==> config.mk <==
export PLATFORM = sky130hd
export DESIGN_NAME = i2c_register_transaction_sequencer
export DESIGN_NICKNAME = d
export VERILOG_FILES = /design/src/design/i2crts_pkg.sv /design/src/design/i2crts_step.sv /design/src/design/i2c_register_transaction_sequencer.sv
export SDC_FILE = /design/constraint.sdc
export NUM_CORES = 1
export LEC_CHECK = 0
export BUFFER_PORTS_ARGS = -buffer_cell sky130_fd_sc_hd__buf_2
export CAP_MARGIN = 5
export CELL_PAD_IN_SITES_DETAIL_PLACEMENT = 1
export CELL_PAD_IN_SITES_GLOBAL_PLACEMENT = 1
export CORE_MARGIN = 1.5
export CORE_UTILIZATION = 37
export CTS_CLUSTER_SIZE = 40
export DETAILED_ROUTE_END_ITERATION = 8
export HOLD_SLACK_MARGIN = 0.08
export MAX_ROUTING_LAYER = met4
export PLACE_DENSITY_LB_ADDON = 0.1
export SYNTH_ARGS = -nofsm -noshare
export SYNTH_HDL_FRONTEND = slang
export SYNTH_SLANG_ARGS = --single-unit
==> constraint.sdc <==
create_clock -name clk_i -period 2.1 [get_ports clk_i]
set_input_delay 0.63 -clock clk_i [delete_from_list [all_inputs] [get_ports clk_i]]
set_output_delay 0.63 -clock clk_i [all_outputs]
set_load 0.02 [all_outputs]
==> src/design/i2crts_pkg.sv <==
// ----------------------------------------------------------------------------
// i2crts_pkg
// Shared codes and types for the I2C register transaction sequencer.
// ----------------------------------------------------------------------------
package i2crts_pkg;

  localparam int unsigned PhaseW = 4;

  localparam logic [PhaseW-1:0] PH_IDLE    = 4'd0;
  localparam logic [PhaseW-1:0] PH_START   = 4'd1;
  localparam logic [PhaseW-1:0] PH_SLA_WR  = 4'd2;
  localparam logic [PhaseW-1:0] PH_REG     = 4'd3;
  localparam logic [PhaseW-1:0] PH_VAL     = 4'd4;
  localparam logic [PhaseW-1:0] PH_RESTART = 4'd5;
  localparam logic [PhaseW-1:0] PH_SLA_RD  = 4'd6;
  localparam logic [PhaseW-1:0] PH_READ    = 4'd7;
  localparam logic [PhaseW-1:0] PH_DONE    = 4'd8;
  localparam logic [PhaseW-1:0] PH_ERROR   = 4'd9;

  localparam logic [1:0] KIND_PROBE = 2'd0;
  localparam logic [1:0] KIND_WRITE = 2'd1;
  localparam logic [1:0] KIND_READ  = 2'd2;

  localparam logic [1:0] FUNC_STATUS = 2'd0;
  localparam logic [1:0] FUNC_PROBE  = 2'd1;
  localparam logic [1:0] FUNC_WRITE  = 2'd2;
  localparam logic [1:0] FUNC_READ   = 2'd3;

  localparam logic [2:0] ACT_NONE  = 3'd0;
  localparam logic [2:0] ACT_START = 3'd1;
  localparam logic [2:0] ACT_STOP  = 3'd2;
  localparam logic [2:0] ACT_SEND  = 3'd3;
  localparam logic [2:0] ACT_RECV  = 3'd4;

  localparam logic [1:0] COMP_BUSY  = 2'd0;
  localparam logic [1:0] COMP_DONE  = 2'd1;
  localparam logic [1:0] COMP_ERROR = 2'd2;

  localparam logic [7:0] ST_START        = 8'h08;
  localparam logic [7:0] ST_REP_START    = 8'h10;
  localparam logic [7:0] ST_MT_SLA_ACK   = 8'h18;
  localparam logic [7:0] ST_MT_DATA_ACK  = 8'h28;
  localparam logic [7:0] ST_MR_SLA_ACK   = 8'h40;
  localparam logic [7:0] ST_MR_DATA_NACK = 8'h58;

  localparam logic [7:0] STATUS_MASK  = 8'hF8;
  localparam logic [7:0] ADDR_RD_BIT  = 8'h01;
  localparam logic [7:0] ADDR_RESET   = 8'h40;

  typedef struct packed {
    logic [PhaseW-1:0] phase;
    logic [1:0]        kind;
    logic [7:0]        held_register;
    logic [7:0]        held_value;
    logic [7:0]        last_status;
  } seq_state_t;

  typedef struct packed {
    logic [1:0] func;
    logic [7:0] register_number;
    logic [7:0] write_value;
    logic [7:0] bus_status;
    logic [7:0] received_byte;
  } seq_item_t;

  typedef struct packed {
    logic [2:0] bus_action;
    logic [7:0] send_byte;
    logic [1:0] completion;
    logic [7:0] read_result;
    logic [7:0] recorded_status;
  } seq_result_t;

endpackage

==> src/design/i2crts_step.sv <==
// ----------------------------------------------------------------------------
// i2crts_step
// Next state and result for one item, from the held sequencer state.
// ----------------------------------------------------------------------------
module i2crts_step (
  input  i2crts_pkg::seq_state_t  state_i,
  input  i2crts_pkg::seq_item_t   item_i,
  input  logic [7:0]              slave_address_i,
  output i2crts_pkg::seq_state_t  state_o,
  output i2crts_pkg::seq_result_t result_o
);
  import i2crts_pkg::*;

  logic [7:0] sr;
  logic [2:0] act;
  logic [7:0] tx;
  seq_state_t nxt;

  assign sr = item_i.bus_status & STATUS_MASK;

  always_comb begin
    nxt = state_i;
    act = ACT_NONE;
    tx  = 8'h00;
    if (item_i.func == FUNC_STATUS) begin
      nxt.last_status = sr;
      case (state_i.phase)
        PH_START: begin
          if (sr == ST_START) begin
            nxt.phase = PH_SLA_WR;
            act       = ACT_SEND;
            tx        = slave_address_i;
          end else begin
            nxt.phase = PH_ERROR;
            act       = ACT_STOP;
          end
        end
        PH_SLA_WR: begin
          if (sr == ST_MT_SLA_ACK && state_i.kind == KIND_PROBE) begin
            nxt.phase = PH_DONE;
            act       = ACT_STOP;
          end else if (sr == ST_MT_SLA_ACK &&
                       (state_i.kind == KIND_WRITE || state_i.kind == KIND_READ)) begin
            nxt.phase = PH_REG;
            act       = ACT_SEND;
            tx        = state_i.held_register;
          end else begin
            nxt.phase = PH_ERROR;
            act       = ACT_STOP;
          end
        end
        PH_REG: begin
          if (sr == ST_MT_DATA_ACK && state_i.kind == KIND_WRITE) begin
            nxt.phase = PH_VAL;
            act       = ACT_SEND;
            tx        = state_i.held_value;
          end else if (sr == ST_MT_DATA_ACK && state_i.kind == KIND_READ) begin
            nxt.phase = PH_RESTART;
            act       = ACT_START;
          end else begin
            nxt.phase = PH_ERROR;
            act       = ACT_STOP;
          end
        end
        PH_VAL: begin
          nxt.phase = (sr == ST_MT_DATA_ACK && state_i.kind == KIND_WRITE) ? PH_DONE
                                                                          : PH_ERROR;
          act       = ACT_STOP;
        end
        PH_RESTART: begin
          if (sr == ST_REP_START && state_i.kind == KIND_READ) begin
            nxt.phase = PH_SLA_RD;
            act       = ACT_SEND;
            tx        = slave_address_i | ADDR_RD_BIT;
          end else begin
            nxt.phase = PH_ERROR;
            act       = ACT_STOP;
          end
        end
        PH_SLA_RD: begin
          if (sr == ST_MR_SLA_ACK && state_i.kind == KIND_READ) begin
            nxt.phase = PH_READ;
            act       = ACT_RECV;
          end else begin
            nxt.phase = PH_ERROR;
            act       = ACT_STOP;
          end
        end
        PH_READ: begin
          if (sr == ST_MR_DATA_NACK && state_i.kind == KIND_READ) begin
            nxt.held_value = item_i.received_byte;
            nxt.phase      = PH_DONE;
          end else begin
            nxt.phase = PH_ERROR;
          end
          act = ACT_STOP;
        end
        default: begin
          nxt.phase = PH_ERROR;
          act       = ACT_STOP;
        end
      endcase
    end else begin
      nxt.phase = PH_START;
      act       = ACT_START;
      case (item_i.func)
        FUNC_PROBE: nxt.kind = KIND_PROBE;
        FUNC_WRITE: begin
          nxt.kind          = KIND_WRITE;
          nxt.held_register = item_i.register_number;
          nxt.held_value    = item_i.write_value;
        end
        default: begin
          nxt.kind          = KIND_READ;
          nxt.held_register = item_i.register_number;
          nxt.held_value    = 8'h00;
        end
      endcase
    end
  end

  assign state_o                  = nxt;
  assign result_o.bus_action      = act;
  assign result_o.send_byte       = (act == ACT_SEND) ? tx : 8'h00;
  assign result_o.completion      = (nxt.phase == PH_DONE)  ? COMP_DONE  :
                                    (nxt.phase == PH_ERROR) ? COMP_ERROR : COMP_BUSY;
  assign result_o.read_result     = nxt.held_value;
  assign result_o.recorded_status = nxt.last_status;

endmodule

==> src/design/i2c_register_transaction_sequencer.sv <==
// ----------------------------------------------------------------------------
// i2c_register_transaction_sequencer
// Sequences probe, register write and register read transactions on an
// I2C master byte engine that reports standard TWI status codes.
//
// Slave side: one item per command or engine status event; tuser selects
// the function, tdata carries register number, write value, status and
// received byte. Master side: exactly one result item per input item, the
// bus action in tuser and send byte, completion, read result and recorded
// status in tdata.
// The result is valid in the cycle after its item is accepted. Throughput is
// one item per cycle while the receiver takes each result, set by the single
// result register that the state update feeds.
// If the receiver stalls, the result register holds its item and s_axis
// tready falls; it rises again in the cycle the result is taken.
// The slave address register is written through the cfg channel, which is
// always ready. Reset empties the result register, returns the sequencer to
// idle with held bytes zero and loads the slave address 0x40.
// ----------------------------------------------------------------------------
module i2c_register_transaction_sequencer (
  input  logic        clk_i,
  input  logic        rst_ni,
  input  logic        cfg_valid_i,
  output logic        cfg_ready_o,
  input  logic [7:0]  cfg_data_i,
  input  logic        s_axis_tvalid,
  output logic        s_axis_tready,
  // register_number [7:0], write_value [15:8], bus_status [23:16],
  // received_byte [31:24]
  input  logic [31:0] s_axis_tdata,
  // func [1:0]
  input  logic [1:0]  s_axis_tuser,
  output logic        m_axis_tvalid,
  input  logic        m_axis_tready,
  // send_byte [7:0], completion [9:8], read_result [17:10],
  // recorded_status [25:18], zero [31:26]
  output logic [31:0] m_axis_tdata,
  // bus_action [2:0]
  output logic [2:0]  m_axis_tuser
);
  import i2crts_pkg::*;

  logic [7:0]  slave_address_q;
  seq_state_t  state_q, state_d;
  seq_item_t   item;
  seq_result_t result_d, result_q;
  logic        out_valid_q;
  logic        accept;

  assign cfg_ready_o   = 1'b1;
  assign s_axis_tready = !out_valid_q || m_axis_tready;
  assign accept        = s_axis_tvalid && s_axis_tready;

  assign item.func            = s_axis_tuser;
  assign item.register_number = s_axis_tdata[7:0];
  assign item.write_value     = s_axis_tdata[15:8];
  assign item.bus_status      = s_axis_tdata[23:16];
  assign item.received_byte   = s_axis_tdata[31:24];

  i2crts_step u_step (
    .state_i         (state_q),
    .item_i          (item),
    .slave_address_i (slave_address_q),
    .state_o         (state_d),
    .result_o        (result_d)
  );

  always_ff @(posedge clk_i or negedge rst_ni) begin
    if (!rst_ni) begin
      slave_address_q <= ADDR_RESET;
    end else if (cfg_valid_i) begin
      slave_address_q <= cfg_data_i;
    end
  end

  always_ff @(posedge clk_i or negedge rst_ni) begin
    if (!rst_ni) begin
      state_q.phase         <= PH_IDLE;
      state_q.kind          <= KIND_PROBE;
      state_q.held_register <= 8'h00;
      state_q.held_value    <= 8'h00;
      state_q.last_status   <= 8'h00;
      out_valid_q           <= 1'b0;
    end else begin
      if (accept) begin
        state_q <= state_d;
      end
      if (accept) begin
        out_valid_q <= 1'b1;
      end else if (m_axis_tready) begin
        out_valid_q <= 1'b0;
      end
    end
  end

  // hold the result until it is taken
  always_ff @(posedge clk_i) begin
    if (accept) begin
      result_q <= result_d;
    end
  end

  assign m_axis_tvalid = out_valid_q;
  assign m_axis_tuser  = result_q.bus_action;
  assign m_axis_tdata  = {6'b0, result_q.recorded_status, result_q.read_result,
                          result_q.completion, result_q.send_byte};

endmodule
### Word-level counts from Yosys, hierarchy flattened

Index checks and enable logic that the tools add are counted.
W data, S select, Z words.

* divide/modulo/power cells: 0
* add/subtract/negate cells: 0
* bitwise logic cells: 2
* reductions and logical operators: 17
* multiplexer cells: 35
* multiply operators: 0
* order comparisons: 0
* shift-type cells: 0
* equal/unequal tests: 20

Operators by type and width (number)
* $mux W8: 9
* $mux W4: 8
* $pmux W16 S2: 1
* $pmux W8 S4: 1
* $pmux W4 S7: 1
* $eq A4 B3 Y1 const B: 4
* $pmux W3 S5: 1
* $mux W3: 4
* $eq A5 B2 Y1 const B: 2
* $eq A5 B4 Y1 const B: 2
* $eq A4 B2 Y1 const B: 2
* $eq A4 B4 Y1 const B: 2
* $logic_and A1 B1 Y1: 8
* $mux W1: 7
* $eq A5 B1 Y1 const B: 1
* $eq A5 B3 Y1 const B: 1
* $eq A2 B1 Y1 const B: 2
* $eq A2 B2 Y1 const B: 2
* $eq A4 B1 Y1 const B: 1
* $logic_not A2 Y1: 2
* $mux W2: 2
* $pmux W2 S2: 1
* $reduce_and A2 Y1: 2
* $eq A3 B2 Y1 const B: 1
* other kinds (5): 7

* ROM bits: 0
* input port bits: 47
* output and inout port bits: 38
* latch bits: 0
* memories kept: 0
* memory bits (writable): 0
* register bits after elaboration: 68

### Longest topological paths before layout

* word-level depth: 9
* depth in mapped cells: 9
* mapped depth without buffers: 7

### Cells and area by module

Synthesis repeated with hierarchy kept, for this count alone.

* cell total of the unflattened synthesis: 291
* area, all modules: 3693.5 µm²

By module, submodules not included
* i2c_register_transaction_sequencer: cells an instance 123, seq. area each 1848.0 µm², area an instance 2518.7 µm², instances 1
* i2crts_step: cells an instance 168, seq. area each 0.0 µm², area an instance 1174.9 µm², instances 1

### Worst setup path before layout

OpenSTA, ideal clock, no wires.

* path type: in2reg
* from: input m_axis_tready
* to: register result_q, in the netlist m_axis_tdata[0] (enable)
* path slack: -638 ps
* data arrival time: 2335 ps
* stages: 5
* setup time: 404 ps
* required time: 1696 ps
* path buffers: 2
* cells stage by stage: nand2b_1 nand2_1 inv_1 buf_2 clkbuf_1

* word-level cells in the longest chain between the ends: 2

Ends and longest elaborated chain
* start: declaration: RTL line i2c_register_transaction_sequencer.sv:34 `input logic m_axis_tready,`
* $logic_or A1 B1 Y1: RTL line i2c_register_transaction_sequencer.sv:51 `assign s_axis_tready = !out_valid_q || m_axis_tready;`
* $logic_and A1 B1 Y1: RTL line i2c_register_transaction_sequencer.sv:52 `assign accept = s_axis_tvalid && s_axis_tready;`
* via accept: RTL line i2c_register_transaction_sequencer.sv:48 `logic accept;`
* end signal: assignment: RTL line i2c_register_transaction_sequencer.sv:99 `result_q <= result_d;`
* end: declaration: RTL line i2c_register_transaction_sequencer.sv:46 `seq_result_t result_d, result_q;`

The timed path passes the listed nets, and every way through them passes these cells.
A chain may end at the register's enable or synchronous reset.

### Final worst setup path

* from: input s_axis_tdata[21]
* to: register result_q, in the netlist m_axis_tdata[8], data pin

* word-level cells in the longest chain between the ends: 7
* elaborated cells between the ends (all ways): 25
* those cells by class: eq/ne: 7; mux: 11; reduce/logical: 7

Ends and longest elaborated chain
* start: declaration: RTL line i2c_register_transaction_sequencer.sv:30 `input logic [31:0] s_axis_tdata,`
* $eq A5 B2 Y1 or $eq A5 B3 Y1 (tied branches)
* $logic_and A1 B1 Y1, on equally long branches: RTL line i2crts_step.sv:42, i2crts_step.sv:57
* $mux W4, on equally long branches: RTL line i2crts_step.sv:42, i2crts_step.sv:57
* $mux W4, on equally long branches: RTL line i2crts_step.sv:39, i2crts_step.sv:53
* $pmux W4 S7 (*): RTL line i2crts_step.sv:27 `case (state_i.phase)`
* $mux W4 (*): RTL line i2crts_step.sv:25 `if (item_i.func == FUNC_STATUS) begin`
* $eq A4 B4 Y1 (*): RTL line i2crts_step.sv:125 `assign result_o.completion = (nxt.phase == PH_DONE) ? COMP_DONE :`

Every way passes the cells marked *; elsewhere a longest branch is shown, timed or not.

==> results by group <==
Place
  • Final GP Congestion: slightly above 0.8
  • Number of port buffers: 74
  • Placed instance count: approximately 520
  • Setup slack at placement: -0.308 ns
  • Detailed Place HPWL: 6.74 mm

Synthesis
  • Synthesized area: 3480 um^2
  • Seq cells post-synth: 68
  • Dominant synthesized flop cell: dfrtp_1
  • Yosys top cell area share: 0.273
  • Mean post-synth cell area: 11.0 um^2
  • Synth warnings: 0
  • Seq/Total Area, Yosys: 0.531
  • Mapped Cells: 315
  • Netlist cell types: 54
  • Post-synth top area cell: dfrtp_1
  • Top-count cell post-synth: dfrtp_1
  • FFs w/ async S/R, synth: 0.574
  • Commonest cells in the netlist: dfrtp_1, edfxtp_1, nand2_1
  • Ranking of synthesized cells by area: dfrtp_1, edfxtp_1, mux2_2
  • Post-synth EDFFs: 29

STA
  • Fmax: 0.495 GHz
  • Unrepaired setup endpoints after global routing: no
  • Hold slack final: 0.233 ns
  • Final hold vios: 0
  • Final min period: 2.02 ns
  • Max-slew violations: 0
  • Final period utilization: 0.963
  • Clock Skew: 0.00819 ns
  • Setup violators final: 0
  • Final setup margin: 0.0783 ns

Power
  • Peak supply drop: 0.000291 V
  • Pwr per Cell Area: 774 nW/um^2
  • P_leak: 1.92 nW
  • Tot Pwr: roughly 0.0034 W

Drt
  • Post-DRT Antenna Nets: 0
  • DRC Markers: 0
  • Routed via count: approximately 2.9k
  • Wire per inst: 17.5 um
  • Initial DRT Pass Iterations: 5
  • Initial DRC Count: between 100 and 150
  • Final wirelength: 9.32 mm
  • Vias per cell: between 5 and 6

Clock network
  • H-Tree Depth: 3
  • TritonCTS Sinks: 68
  • Max clock buf depth: 2
  • Clock root cell: clkbuf_8
  • Worst-path clk slew: 0.07 ns
  • CTS tree: built
  • Setup Buffers After CTS: 0
  • Inserted Clock Buffers: 9
  • Clock Latency Late Sink: 0.34 ns

Global route
  • Gr usage total: 0.202
  • Vias in the first global route: 2893
  • Pin count of the biggest net entering global routing: 48
  • M1 GR Usage: 0.250
  • Gr busiest metal: met2
  • M3 GR Usage: 0.0432
  • Initial antenna violation count: 0
  • GRT overflow: 0
  • First-pass GRT wire length: about 15 mm
  • Met2 usage: 0.332

Cells and area
  • Final net count: 472
  • Post-Layout Cell Count: around 530
  • Fraction of layout instances using a drive strength above 1: 0.381
  • # diodes: 0
  • Finished Core Util: 0.483
  • Area Growth Syn to Fin: 27.8%

Worst setup path
  • Worst-case reg-to-reg path depth: 6
  • Crit-path max cell delay: 0.41 ns
  • WS Path Type: in2reg
  • Crit path max fanout: 5
  • Crit path cell chain: buf_2 > or3_4 > or3b_4 > nand3_1 > a41oi_2 > and4bb_2
  • Reg-to-reg critical path endpoint: m_axis_tdata[17]
  • CP Capture Type: register
  • Reg2reg setup slack: 0.18 ns
  • CP arrival: 2.12 ns
  • CP max stage cell: or3b_4
  • CP Launch Type: primary input
  • Worst setup path startpoint: s_axis_tdata[21]
  • Worst EP required: 2.20 ns
  • Worst reg2reg startpoint: state_q[29]

Die
  • Cell Rows: 35
  • Core footprint: approximately 9200 um^2
  • Die Y: 100 um
  • Die width: 100 um
  • # IOs: 85
  • Initial Util: 0.378
  • Full die area: 10000 um^2

Run
  • Max-Cap Viols: 0

Status
  • Status: finished clean

Hold path
  • Tightest Hold Check Type: in2async
cell type report:
cell class	instances	area [um^2]
inverters	8	30.0
fillers	1044	4750
flip-flops and latches	68	1850
well taps	111	139
clock buffers	10	138
multi-input cells	218	1500
clock inverters	6	63.8
repair buffers	113	726
logic make-up after synthesis:
| family | count (synthesis) | share of synthesized area |
|---|---|---|
| simple gates | 103 | 0.157 |
| compound gates | 73 | 0.149 |
| flops | 68 | 0.531 |
| buf+inv | 34 | 0.0485 |
| mux | 28 | 0.0877 |
| fa+ha+maj | 7 | 0.0252 |
| other cells | 2 | 0.00216 |
worst max-delay path, delay by kind of cell:
kind / cells / cell delay, ns
and+or+nand+nor: 4 / 1.19
buffers and inverters: 1 / 0.14
AOI/OAI and AO/OA: 1 / 0.16
per-layer routing:
metal | vias up | part of all wire
met5 | - | 0
met4 | 0 | 0.018
met3 | 14 | 0.035
met2 | 65 | 0.50
met1 | 1439 | 0.44
li1 | 1360 | -
worst max path at each step:
stage,end,slack [ns],cells past startpoint
CTS,m_axis_tdata[8],0.04,5
global placement,m_axis_tdata[8],-0.25,6
detailed placement,m_axis_tdata[8],-0.31,6
finish,m_axis_tdata[8],0.08,6
global route,m_axis_tdata[8],0.03,8
floorplan,m_axis_tdata[8],-0.08,5
cells in the final DEF (no fill, tap or decap), types with 2 or more instances in the layout:
| master | Yosys | final |
|---|---|---|
| mux2i_1 | 8 | 8 |
| o211ai_1 | 3 | 3 |
| a211oi_1 | 9 | 9 |
| a21oi_1 | 12 | 12 |
| dfrtp_1 | 38 | 38 |
| a22o_1 | 8 | 8 |
| clkinv_2 | 0 | 2 |
| clkinvlp_4 | 0 | 2 |
| a41oi_1 | 3 | 2 |
| nor3b_1 | 3 | 3 |
| edfxtp_1 | 29 | 29 |
| o22ai_1 | 8 | 8 |
| buf_12 | 0 | 5 |
| a222oi_1 | 5 | 5 |
| nor2_1 | 21 | 21 |
| a21boi_0 | 3 | 3 |
| inv_1 | 8 | 7 |
| o21ai_0 | 11 | 11 |
| a22oi_1 | 4 | 4 |
| and2_1 | 5 | 5 |
| buf_2 | 3 | 74 |
| nand2b_1 | 4 | 4 |
| nor2b_1 | 4 | 4 |
| nor3_1 | 5 | 5 |
| nand2_1 | 25 | 25 |
| nand3_1 | 20 | 20 |
| mux2_2 | 20 | 20 |
| buf_4 | 8 | 34 |
| conb_1 | 2 | 7 |
| clkbuf_8 | 0 | 10 |
| ha_1 | 7 | 6 |
report_power, final:
part	total, W	leakage, nW	internal, W	switching (W)
combinational	0.000669	1.05	0.000304	0.000365
sequential	0.00169	0.766	0.00158	0.000107
clock	0.00109	0.0983	0.000578	0.000509
sequential cells by signal, indices dropped and copies added (netlist names):
name and count:
m_axis_tdata 26, m_axis_tvalid 1, m_axis_tuser 3, slave_address_q 8, state_q 30
what timing repair did:
item,CTS,global route
endpoints found under the setup margin,0,5
gates resized for setup,0,4
hold buffers,0,0
stage by stage:
| stage | TNS, ns | area, um^2 |
|---|---|---|
| floorplan | -0.0833 | 3500 |
| global placement | -3.17 | 4220 |
| detailed placement | -4.08 | 4220 |
| CTS | 0 | 4430 |
| global route | 0 | 4450 |
| finish | 0 | 4450 |
No activity file was read; power rests on OpenSTA's default activity.
